File: src/hw/rtl/dfd_pkg.sv
// Shared constants, codes and the result type for the delimited frame deframer.
package dfd_pkg;

    // Delimiter bytes of a frame.
    localparam logic [7:0] START_FIRST  = 8'h41;
    localparam logic [7:0] START_SECOND = 8'h5A;
    localparam logic [7:0] END_FIRST    = 8'h59;
    localparam logic [7:0] END_SECOND   = 8'h42;

    // Range of known system ids.
    localparam logic [7:0] ID_LOW  = 8'h01;
    localparam logic [7:0] ID_MID  = 8'h02;
    localparam logic [7:0] ID_HIGH = 8'h03;

    // Payload geometry.
    localparam int PAYLOAD_BYTES = 8;
    localparam int INDEX_W       = $clog2(PAYLOAD_BYTES);
    localparam int STREAMS       = 3;

    // Parser phase codes.
    localparam int PHASE_W = 3;
    localparam logic [PHASE_W-1:0] PH_WAIT1   = 3'd0;
    localparam logic [PHASE_W-1:0] PH_WAIT2   = 3'd1;
    localparam logic [PHASE_W-1:0] PH_COLLECT = 3'd2;
    localparam logic [PHASE_W-1:0] PH_END1    = 3'd3;
    localparam logic [PHASE_W-1:0] PH_END2    = 3'd4;

    // Result status codes.
    localparam logic [1:0] ST_FRAME   = 2'd0;
    localparam logic [1:0] ST_ERROR   = 2'd1;
    localparam logic [1:0] ST_DROPPED = 2'd2;

    // One result item.
    typedef struct packed {
        logic [1:0]  status;
        logic [7:0]  system_id;
        logic [7:0]  mode;
        logic [15:0] x_value;
        logic [15:0] y_value;
        logic [7:0]  z_value;
        logic [7:0]  yaw_value;
        logic [15:0] frame_count;
        logic [15:0] error_count;
    } result_t;

endpackage

File: src/hw/rtl/dfd_byte_if.sv
// Valid/ready channel that carries one received byte per item.
interface dfd_byte_if;
    logic       valid;
    logic       ready;
    logic [7:0] rx_byte;

    modport source (output valid, output rx_byte, input ready);
    modport sink (input valid, input rx_byte, output ready);
endinterface

File: src/hw/rtl/dfd_result_if.sv
// Valid/ready channel that carries one decoded frame or event report per item.
interface dfd_result_if;
    logic        valid;
    logic        ready;
    logic [1:0]  status;
    logic [7:0]  system_id;
    logic [7:0]  mode;
    logic [15:0] x_value;
    logic [15:0] y_value;
    logic [7:0]  z_value;
    logic [7:0]  yaw_value;
    logic [15:0] frame_count;
    logic [15:0] error_count;

    modport source (
        output valid, output status, output system_id, output mode,
        output x_value, output y_value, output z_value, output yaw_value,
        output frame_count, output error_count, input ready
    );
    modport sink (
        input valid, input status, input system_id, input mode,
        input x_value, input y_value, input z_value, input yaw_value,
        input frame_count, input error_count, output ready
    );
endinterface

File: src/hw/rtl/dfd_parser.sv
// Frame parser: phase machine, payload store, counters and result decode.
module dfd_parser (
    input  logic              clk,
    input  logic              rst_n,
    input  logic              step,
    input  logic [7:0]        rx_byte,
    output logic              emit,
    output dfd_pkg::result_t  result
);

    logic [dfd_pkg::PHASE_W-1:0] phase_reg, phase_next;
    logic [dfd_pkg::INDEX_W-1:0] index_reg, index_next;
    logic [7:0]                  store_reg [dfd_pkg::PAYLOAD_BYTES];
    logic                        store_we;
    logic [15:0]                 errors_reg, errors_next;
    logic [15:0]                 counts_reg [dfd_pkg::STREAMS];
    logic [15:0]                 count_inc;
    logic                        emit_error;
    logic                        emit_frame;
    logic                        id_known;
    logic [7:0]                  frame_id;

    assign frame_id = store_reg[0];
    assign id_known = (frame_id == dfd_pkg::ID_LOW) || (frame_id == dfd_pkg::ID_MID) ||
                      (frame_id == dfd_pkg::ID_HIGH);

    // Phase machine: next phase, store write and event decode for the current byte.
    always_comb
    begin
        phase_next = phase_reg;
        index_next = index_reg;
        store_we   = 1'b0;
        emit_error = 1'b0;
        emit_frame = 1'b0;
        unique case (phase_reg)
            dfd_pkg::PH_WAIT1:
            begin
                if (rx_byte == dfd_pkg::START_FIRST)
                begin
                    phase_next = dfd_pkg::PH_WAIT2;
                end
            end
            dfd_pkg::PH_WAIT2:
            begin
                if (rx_byte == dfd_pkg::START_SECOND)
                begin
                    index_next = '0;
                    phase_next = dfd_pkg::PH_COLLECT;
                end
                else if (rx_byte != dfd_pkg::START_FIRST)
                begin
                    phase_next = dfd_pkg::PH_WAIT1;
                    emit_error = 1'b1;
                end
            end
            dfd_pkg::PH_COLLECT:
            begin
                store_we   = 1'b1;
                index_next = index_reg + 1'b1;
                if (index_reg == dfd_pkg::INDEX_W'(dfd_pkg::PAYLOAD_BYTES - 1))
                begin
                    phase_next = dfd_pkg::PH_END1;
                end
            end
            dfd_pkg::PH_END1:
            begin
                if (rx_byte == dfd_pkg::END_FIRST)
                begin
                    phase_next = dfd_pkg::PH_END2;
                end
                else
                begin
                    phase_next = dfd_pkg::PH_WAIT1;
                    emit_error = 1'b1;
                end
            end
            dfd_pkg::PH_END2:
            begin
                phase_next = dfd_pkg::PH_WAIT1;
                if (rx_byte == dfd_pkg::END_SECOND)
                begin
                    emit_frame = 1'b1;
                end
                else
                begin
                    emit_error = 1'b1;
                end
            end
            default:
            begin
                phase_next = dfd_pkg::PH_WAIT1;
            end
        endcase
    end

    assign errors_next = emit_error ? errors_reg + 16'd1 : errors_reg;

    // Updated count of the stream named by the frame id.
    always_comb
    begin
        case (frame_id)
            dfd_pkg::ID_LOW:  count_inc = counts_reg[0] + 16'd1;
            dfd_pkg::ID_MID:  count_inc = counts_reg[1] + 16'd1;
            default:          count_inc = counts_reg[2] + 16'd1;
        endcase
    end

    // Result assembly; fields that do not apply stay zero.
    always_comb
    begin
        result             = '0;
        result.error_count = errors_next;
        if (emit_error)
        begin
            result.status = dfd_pkg::ST_ERROR;
        end
        else if (emit_frame && !id_known)
        begin
            result.status    = dfd_pkg::ST_DROPPED;
            result.system_id = frame_id;
        end
        else if (emit_frame)
        begin
            result.status      = dfd_pkg::ST_FRAME;
            result.system_id   = frame_id;
            result.mode        = store_reg[1];
            result.x_value     = {store_reg[2], store_reg[3]};
            result.y_value     = {store_reg[4], store_reg[5]};
            result.z_value     = store_reg[6];
            result.yaw_value   = store_reg[7];
            result.frame_count = count_inc;
        end
    end

    assign emit = emit_error || emit_frame;

    // Control state and counters.
    always_ff @(posedge clk or negedge rst_n)
    begin
        if (!rst_n)
        begin
            phase_reg  <= dfd_pkg::PH_WAIT1;
            index_reg  <= '0;
            errors_reg <= '0;
            for (int i = 0; i < dfd_pkg::STREAMS; i++)
            begin
                counts_reg[i] <= '0;
            end
        end
        else if (step)
        begin
            phase_reg  <= phase_next;
            index_reg  <= index_next;
            errors_reg <= errors_next;
            if (emit_frame && id_known)
            begin
                case (frame_id)
                    dfd_pkg::ID_LOW: counts_reg[0] <= count_inc;
                    dfd_pkg::ID_MID: counts_reg[1] <= count_inc;
                    default:         counts_reg[2] <= count_inc;
                endcase
            end
        end
    end

    // Payload bytes; every entry is written before a completed frame reads it.
    always_ff @(posedge clk)
    begin
        if (step && store_we)
        begin
            store_reg[index_reg] <= rx_byte;
        end
    end

    // A reported framing error advances the error counter by exactly one.
    assert property (@(posedge clk) disable iff (!rst_n)
        step && emit && (result.status == dfd_pkg::ST_ERROR)
        |=> errors_reg == 16'($past(errors_reg) + 16'd1))
        else $error("error counter did not advance on a framing error");

    // Frames and dropped frames come only from the last end byte.
    assert property (@(posedge clk) disable iff (!rst_n)
        emit && (result.status != dfd_pkg::ST_ERROR) |-> phase_reg == dfd_pkg::PH_END2)
        else $error("frame reported outside the final end byte");

    // Bytes seen while hunting for the first start byte never produce an item.
    assert property (@(posedge clk) disable iff (!rst_n)
        phase_reg == dfd_pkg::PH_WAIT1 |-> !emit)
        else $error("result produced while waiting for a start byte");

    // The error counter moves only on a step that reports an error.
    assert property (@(posedge clk) disable iff (!rst_n)
        !(step && emit && (result.status == dfd_pkg::ST_ERROR)) |=> $stable(errors_reg))
        else $error("error counter changed without a framing error");

endmodule

File: src/hw/rtl/dfd_result_reg.sv
// Output register that holds one result item until the sink takes it.
module dfd_result_reg (
    input  logic                 clk,
    input  logic                 rst_n,
    input  logic                 load,
    input  dfd_pkg::result_t     result,
    output logic                 free,
    dfd_result_if.source         result_out
);

    logic             valid_reg, valid_next;
    dfd_pkg::result_t data_reg;

    assign free = !valid_reg || result_out.ready;

    // Valid flag: set on load, cleared when taken with nothing new behind it.
    always_comb
    begin
        valid_next = valid_reg;
        if (load)
        begin
            valid_next = 1'b1;
        end
        else if (result_out.ready)
        begin
            valid_next = 1'b0;
        end
    end

    always_ff @(posedge clk or negedge rst_n)
    begin
        if (!rst_n)
        begin
            valid_reg <= 1'b0;
        end
        else
        begin
            valid_reg <= valid_next;
        end
    end

    // Payload register.
    always_ff @(posedge clk)
    begin
        if (load)
        begin
            data_reg <= result;
        end
    end

    assign result_out.valid       = valid_reg;
    assign result_out.status      = data_reg.status;
    assign result_out.system_id   = data_reg.system_id;
    assign result_out.mode        = data_reg.mode;
    assign result_out.x_value     = data_reg.x_value;
    assign result_out.y_value     = data_reg.y_value;
    assign result_out.z_value     = data_reg.z_value;
    assign result_out.yaw_value   = data_reg.yaw_value;
    assign result_out.frame_count = data_reg.frame_count;
    assign result_out.error_count = data_reg.error_count;

endmodule

File: src/hw/rtl/delimited_frame_deframer_unit.sv
// Top level of the delimited frame deframer: input register, parser, output register.
// The result of a byte that completes or breaks a frame enters the output register
// when that byte steps out of the input register. Throughput: one byte per cycle while the
// output register is free; a result left waiting stalls the input after one more byte.
// Reset (rst_n, asynchronous, active low) clears the phase, the error counter and the
// three stream counters and empties both registers; the payload bytes are not cleared.
module delimited_frame_deframer_unit (
    input  logic          clk,
    input  logic          rst_n,
    dfd_byte_if.sink      byte_in,
    dfd_result_if.source  result_out
);

    logic             in_valid_reg, in_valid_next;
    logic [7:0]       in_byte_reg;
    logic             out_free;
    logic             step;
    logic             emit;
    logic             in_take;
    dfd_pkg::result_t result;

    // The held byte moves on whenever the output register can take its result.
    assign step          = in_valid_reg && out_free;
    assign byte_in.ready = !in_valid_reg || out_free;
    assign in_take       = byte_in.valid && byte_in.ready;

    always_comb
    begin
        in_valid_next = in_valid_reg;
        if (in_take)
        begin
            in_valid_next = 1'b1;
        end
        else if (step)
        begin
            in_valid_next = 1'b0;
        end
    end

    // Input register.
    always_ff @(posedge clk or negedge rst_n)
    begin
        if (!rst_n)
        begin
            in_valid_reg <= 1'b0;
        end
        else
        begin
            in_valid_reg <= in_valid_next;
        end
    end

    always_ff @(posedge clk)
    begin
        if (in_take)
        begin
            in_byte_reg <= byte_in.rx_byte;
        end
    end

    dfd_parser u_parser (
        .clk     (clk),
        .rst_n   (rst_n),
        .step    (step),
        .rx_byte (in_byte_reg),
        .emit    (emit),
        .result  (result)
    );

    dfd_result_reg u_result_reg (
        .clk        (clk),
        .rst_n      (rst_n),
        .load       (step && emit),
        .result     (result),
        .free       (out_free),
        .result_out (result_out)
    );

endmodule
File: src/flat_wrapper.sv
// flat-port wrapper written by rule: the top's interface ports become plain ports
module delimited_frame_deframer_unit_flat 
  (clk, rst_n, byte_in_valid, byte_in_rx_byte, byte_in_ready, result_out_valid, result_out_status, result_out_system_id, result_out_mode, result_out_x_value, result_out_y_value, result_out_z_value, result_out_yaw_value, result_out_frame_count, result_out_error_count, result_out_ready);
  dfd_byte_if byte_in_i ();
  dfd_result_if result_out_i ();
  input  logic clk;
  input  logic rst_n;
  input wire logic [$bits(byte_in_i.valid)-1:0] byte_in_valid;
  input wire logic [$bits(byte_in_i.rx_byte)-1:0] byte_in_rx_byte;
  output wire logic [$bits(byte_in_i.ready)-1:0] byte_in_ready;
  output wire logic [$bits(result_out_i.valid)-1:0] result_out_valid;
  output wire logic [$bits(result_out_i.status)-1:0] result_out_status;
  output wire logic [$bits(result_out_i.system_id)-1:0] result_out_system_id;
  output wire logic [$bits(result_out_i.mode)-1:0] result_out_mode;
  output wire logic [$bits(result_out_i.x_value)-1:0] result_out_x_value;
  output wire logic [$bits(result_out_i.y_value)-1:0] result_out_y_value;
  output wire logic [$bits(result_out_i.z_value)-1:0] result_out_z_value;
  output wire logic [$bits(result_out_i.yaw_value)-1:0] result_out_yaw_value;
  output wire logic [$bits(result_out_i.frame_count)-1:0] result_out_frame_count;
  output wire logic [$bits(result_out_i.error_count)-1:0] result_out_error_count;
  input wire logic [$bits(result_out_i.ready)-1:0] result_out_ready;
  assign byte_in_i.valid = byte_in_valid;
  assign byte_in_i.rx_byte = byte_in_rx_byte;
  assign byte_in_ready = byte_in_i.ready;
  assign result_out_valid = result_out_i.valid;
  assign result_out_status = result_out_i.status;
  assign result_out_system_id = result_out_i.system_id;
  assign result_out_mode = result_out_i.mode;
  assign result_out_x_value = result_out_i.x_value;
  assign result_out_y_value = result_out_i.y_value;
  assign result_out_z_value = result_out_i.z_value;
  assign result_out_yaw_value = result_out_i.yaw_value;
  assign result_out_frame_count = result_out_i.frame_count;
  assign result_out_error_count = result_out_i.error_count;
  assign result_out_i.ready = result_out_ready;
  delimited_frame_deframer_unit u_core (.clk(clk), .rst_n(rst_n), .byte_in(byte_in_i), .result_out(result_out_i));
endmodule
File: config.mk
export PLATFORM = sky130hd
export DESIGN_NAME = delimited_frame_deframer_unit_flat
export DESIGN_NICKNAME = d
export VERILOG_FILES = /design/src/hw/rtl/dfd_pkg.sv /design/src/hw/rtl/dfd_byte_if.sv /design/src/hw/rtl/dfd_result_if.sv /design/src/hw/rtl/dfd_parser.sv /design/src/hw/rtl/dfd_result_reg.sv /design/src/hw/rtl/delimited_frame_deframer_unit.sv /design/src/flat_wrapper.sv
export SDC_FILE = /design/constraint.sdc
export NUM_CORES = 1
export LEC_CHECK = 0
export BUFFER_PORTS_ARGS = -buffer_cell sky130_fd_sc_hd__clkbuf_2
export CAP_MARGIN = 20
export CORE_ASPECT_RATIO = 1.75
export CORE_UTILIZATION = 50
export CTS_BUF_LIST = sky130_fd_sc_hd__clkbuf_4
export CTS_CLUSTER_DIAMETER = 200
export DETAILED_ROUTE_END_ITERATION = 10
export PLACE_DENSITY_LB_ADDON = 0.3
export SLEW_MARGIN = 15
export SYNTH_ARGS = -nofsm -noshare
export SYNTH_HDL_FRONTEND = slang
export SYNTH_SLANG_ARGS = --single-unit
export TNS_END_PERCENT = 1
File: constraint.sdc
create_clock -name clk -period 8.6 [get_ports clk]
set_clock_uncertainty 0.1 [all_clocks]
set_input_delay 0.43 -clock clk [delete_from_list [all_inputs] [get_ports clk]]
set_output_delay 0.43 -clock clk [all_outputs]
set_load 0.02 [all_outputs]
==> impl_metrics.py <==
metrics = {
    "die": {
        "die_y_um": 187,
        "core-area_mm2": 0.0192,
        "die_area_mm2": 0.0201,
        "num_rows": 67,
        "start_util": 0.510,
        "die_w_um": 108,
        "pin_count": 112,
    },
    "place": {
        "post_dp_cell_area_mm2": 0.0105,
        "portBuffers": 111,
        "place.detailed.hpwl_mm": 12.8,
        "dp_slack_ns": 4.16,
        "gp_congestion": 0.805,
    },
    "status": {
        "status": "finished, final reports clean",
    },
    "cells_and_area": {
        "final_common_cell": "edfxtp_1",
        "layout.nets": 891,
        "area_growth_pct": 15.3,
        "largest_register_ffs": 64,
        "final_cell_mix": "edfxtp_1, clkbuf_2, nand2_1",
        "final_layout_size_suffix_gt1_frac": 0.251,
        "finalInstanceArea_mm2": 0.0113,
    },
    "synthesis": {
        "synth_top_area_share": 0.522,
        "ys_warn_count": 0,
        "yosys-mux-area-fraction": 0.00576,
        "synth_top_family_by_area": "simple AND/OR/NAND/NOR gates",
        "yosys.area.top_type": "edfxtp_1",
        "seq_area_frac_synth": 0.706,
        "ys_ff_latch": 242,
        "synth_compound_area_frac": 0.0586,
        "synth-edff-count": 170,
        "synth.avg_cell_area_um2": 13.4,
        "synth_xor_area_frac": 0.0402,
        "netlist_instances": 730,
        "synthSimpleGateAreaFrac": 0.165,
        "synth_area_mm2": 0.00978,
        "syn_nets": 746,
        "async_reset_ff_frac": 0.298,
        "synthAdderAreaFrac": 0.00512,
        "synthFlopType": "edfxtp_1",
        "yosysUniqueCellTypes": 53,
        "ys_top_cells_by_area": "edfxtp_1, dfrtp_1, and3_1",
    },
    "worst_setup_path": {
        "r2r.worst_path.cells": 6,
        "r2r_end": "u_core.u_result_reg.result_out.mode[4]",
        "reg2reg_slack_ns": 4.18,
        "worst-setup-path-type": "reg2reg",
        "cp.required_ns": 8.73,
        "crit_path_start_kind": "flip-flop",
        "cp-end-kind": "flip-flop",
        "reg2reg_from": "u_core.in_byte_reg[2]",
        "arrival_ns": 4.55,
        "cp_max_fo": 70,
    },
    "drt": {
        "vias_per_cell": 5.25,
        "drc": 0,
        "drt_pre_antenna_iters": 5,
        "antenna_left": 0,
        "wl_met1_mm": 7.49,
        "wire_per_inst_um": 16.5,
        "wl_met3_um": 888,
        "dr.max_layer_used": "met4",
        "wl_mm": 19.1,
        "routed-wl-met2_mm": 10.2,
        "vias": 6084,
        "drtIter0Drc": 329,
    },
    "clocking": {
        "cts_tree": "yes",
        "cts.clk_slew.worst_paths_ns": 0.07,
        "cts_hold_buf": 10,
        "clock_path_buffers": 3,
        "clockRootBuffer": "clkbuf_4",
        "cts_resized": 0,
        "cts_sinks": 242,
        "clk_latency_ns": 0.64,
        "numCtsBuffers": 50,
        "cts_setup_buffers": 0,
        "h-tree-depth": 2,
    },
    "timing": {
        "min_period_ns": 4.42,
        "slew_headroom": 0.327,
        "finalCritPeriodShare": 0.514,
        "hold-worst-slack_ns": 0.0283,
        "finalWorstSetupSlack_ns": 4.18,
        "tightest_slew_ns": 1.01,
        "finalSetupViolCount": 0,
        "max_freq_mhz": 226,
        "report.final.slew_viol_count": 0,
        "hold_viol_final": 0,
        "fin_setup_tns_ns": 0,
        "rsz0062_at_grt": "false",
    },
    "hold_path": {
        "min_path_type": "in2reg",
        "hp-start": "result_out_ready",
        "holdPathStages": 3,
        "holdPathEnd": "u_core.in_valid_reg",
    },
    "global_route": {
        "grt_use_total": 0.197,
        "overflow": 0,
        "grt_pass1_wl_mm": 30.4,
        "grt_max_degree": 73,
        "grt_pass1_vias": 6044,
        "antenna_found_initial": 1,
    },
    "pwr": {
        "p_per_area_mw_per_mm2": 251,
        "power_leakage_nw": 4.74,
        "vdd_ir_drop_max_mv": 0.134,
        "total_power_mw": 2.83,
    },
    "run": {
        "maxCapViolCount": 0,
    },
}
worst max path at each step:
stage,startpoint,end,slack [ns],cells after the start
2_1_floorplan,u_core.in_byte_reg[2],u_core.u_result_reg.result_out.error_count[0],2.02,5
3_3_place_gp,u_core.in_byte_reg[2],u_core.u_result_reg.result_out.frame_count[2],4.24,6
3_5_place_dp,u_core.in_byte_reg[2],u_core.u_result_reg.result_out.frame_count[3],4.16,6
4_1_cts,u_core.in_byte_reg[2],u_core.u_result_reg.result_out.mode[4],4.14,6
5_1_grt,u_core.in_byte_reg[2],u_core.u_result_reg.result_out.yaw_value[2],3.86,6
6_report,u_core.in_byte_reg[2],u_core.u_result_reg.result_out.mode[4],4.18,6
power by group:
part | leakage, nW | total [mW] | internal [mW] | switching [mW]
logic | 1.75 | 0.478 | 0.134 | 0.344
clock network | 0.383 | 0.819 | 0.410 | 0.409
registers | 2.60 | 1.53 | 1.45 | 0.0755
total | 4.74 | 2.83 | 2.00 | 0.829
cells by family after synthesis:
kind of cell	count (synthesis)
AOI/OAI and AO/OA	94
and+or+nand+nor	303
adders and majority gates	4
DFF	242
muxes	5
buffers and inverters	38
xor gates and xnor gates	44
through the flow:
stage | std cells | util
finish | 1158 | 0.588
global route | 1158 | 0.588
CTS | 1157 | 0.588
detailed placement | 1054 | 0.549
global placement | 1054 | 0.549
floorplan | 730 | -
routing by layer:
| layer | global-route usage | vias up |
|---|---|---|
| li1 | - | 2967 |
| met1 | 0.231 | 2905 |
| met2 | 0.357 | 177 |
| met3 | 0.0296 | 35 |
| met4 | 0.0743 | 0 |
| met5 | 0 | - |
final cells by class:
class                   instances  area, µm²
diodes                          1       2.50
repair buffers                130        723
clock buffers                  77        578
inverters                       1       3.75
well taps                     241        302
multi-input cells             450       2700
clock inverters                16       65.1
flip-flops and latches        242       6910
fillers                      1605       7920
worst max-delay path, stage by stage, from the launching register on:
cell      delay (ns)
edfxtp_1        0.54
or4b_2          0.74
nor3_2          0.48
buf_4           0.45
nor2_1          0.14
nor2_4          0.71
buf_4           0.77
cell usage after synthesis, types with 2 or more instances:
cell      instances
a22o_1            2
o221ai_1          2
mux2_2            5
nor3_1            9
buf_2             2
nor3_4            2
o21ai_1          10
clkbuf_1         31
a21oi_1           3
edfxtp_1        170
dfrtp_1          72
nand3_2           9
and2_1           12
o21a_1           12
nor2b_1           6
nand3b_1          3
a31oi_1          12
ha_1              4
nor2_1           47
nand2b_1         10
nand4_1           8
nand3_1          26
o31ai_1           2
buf_12            2
xnor2_1          25
nand2_1          94
o21ai_0          44
xor2_1           18
and3_1           64
(Power assumes the default switching activity.)
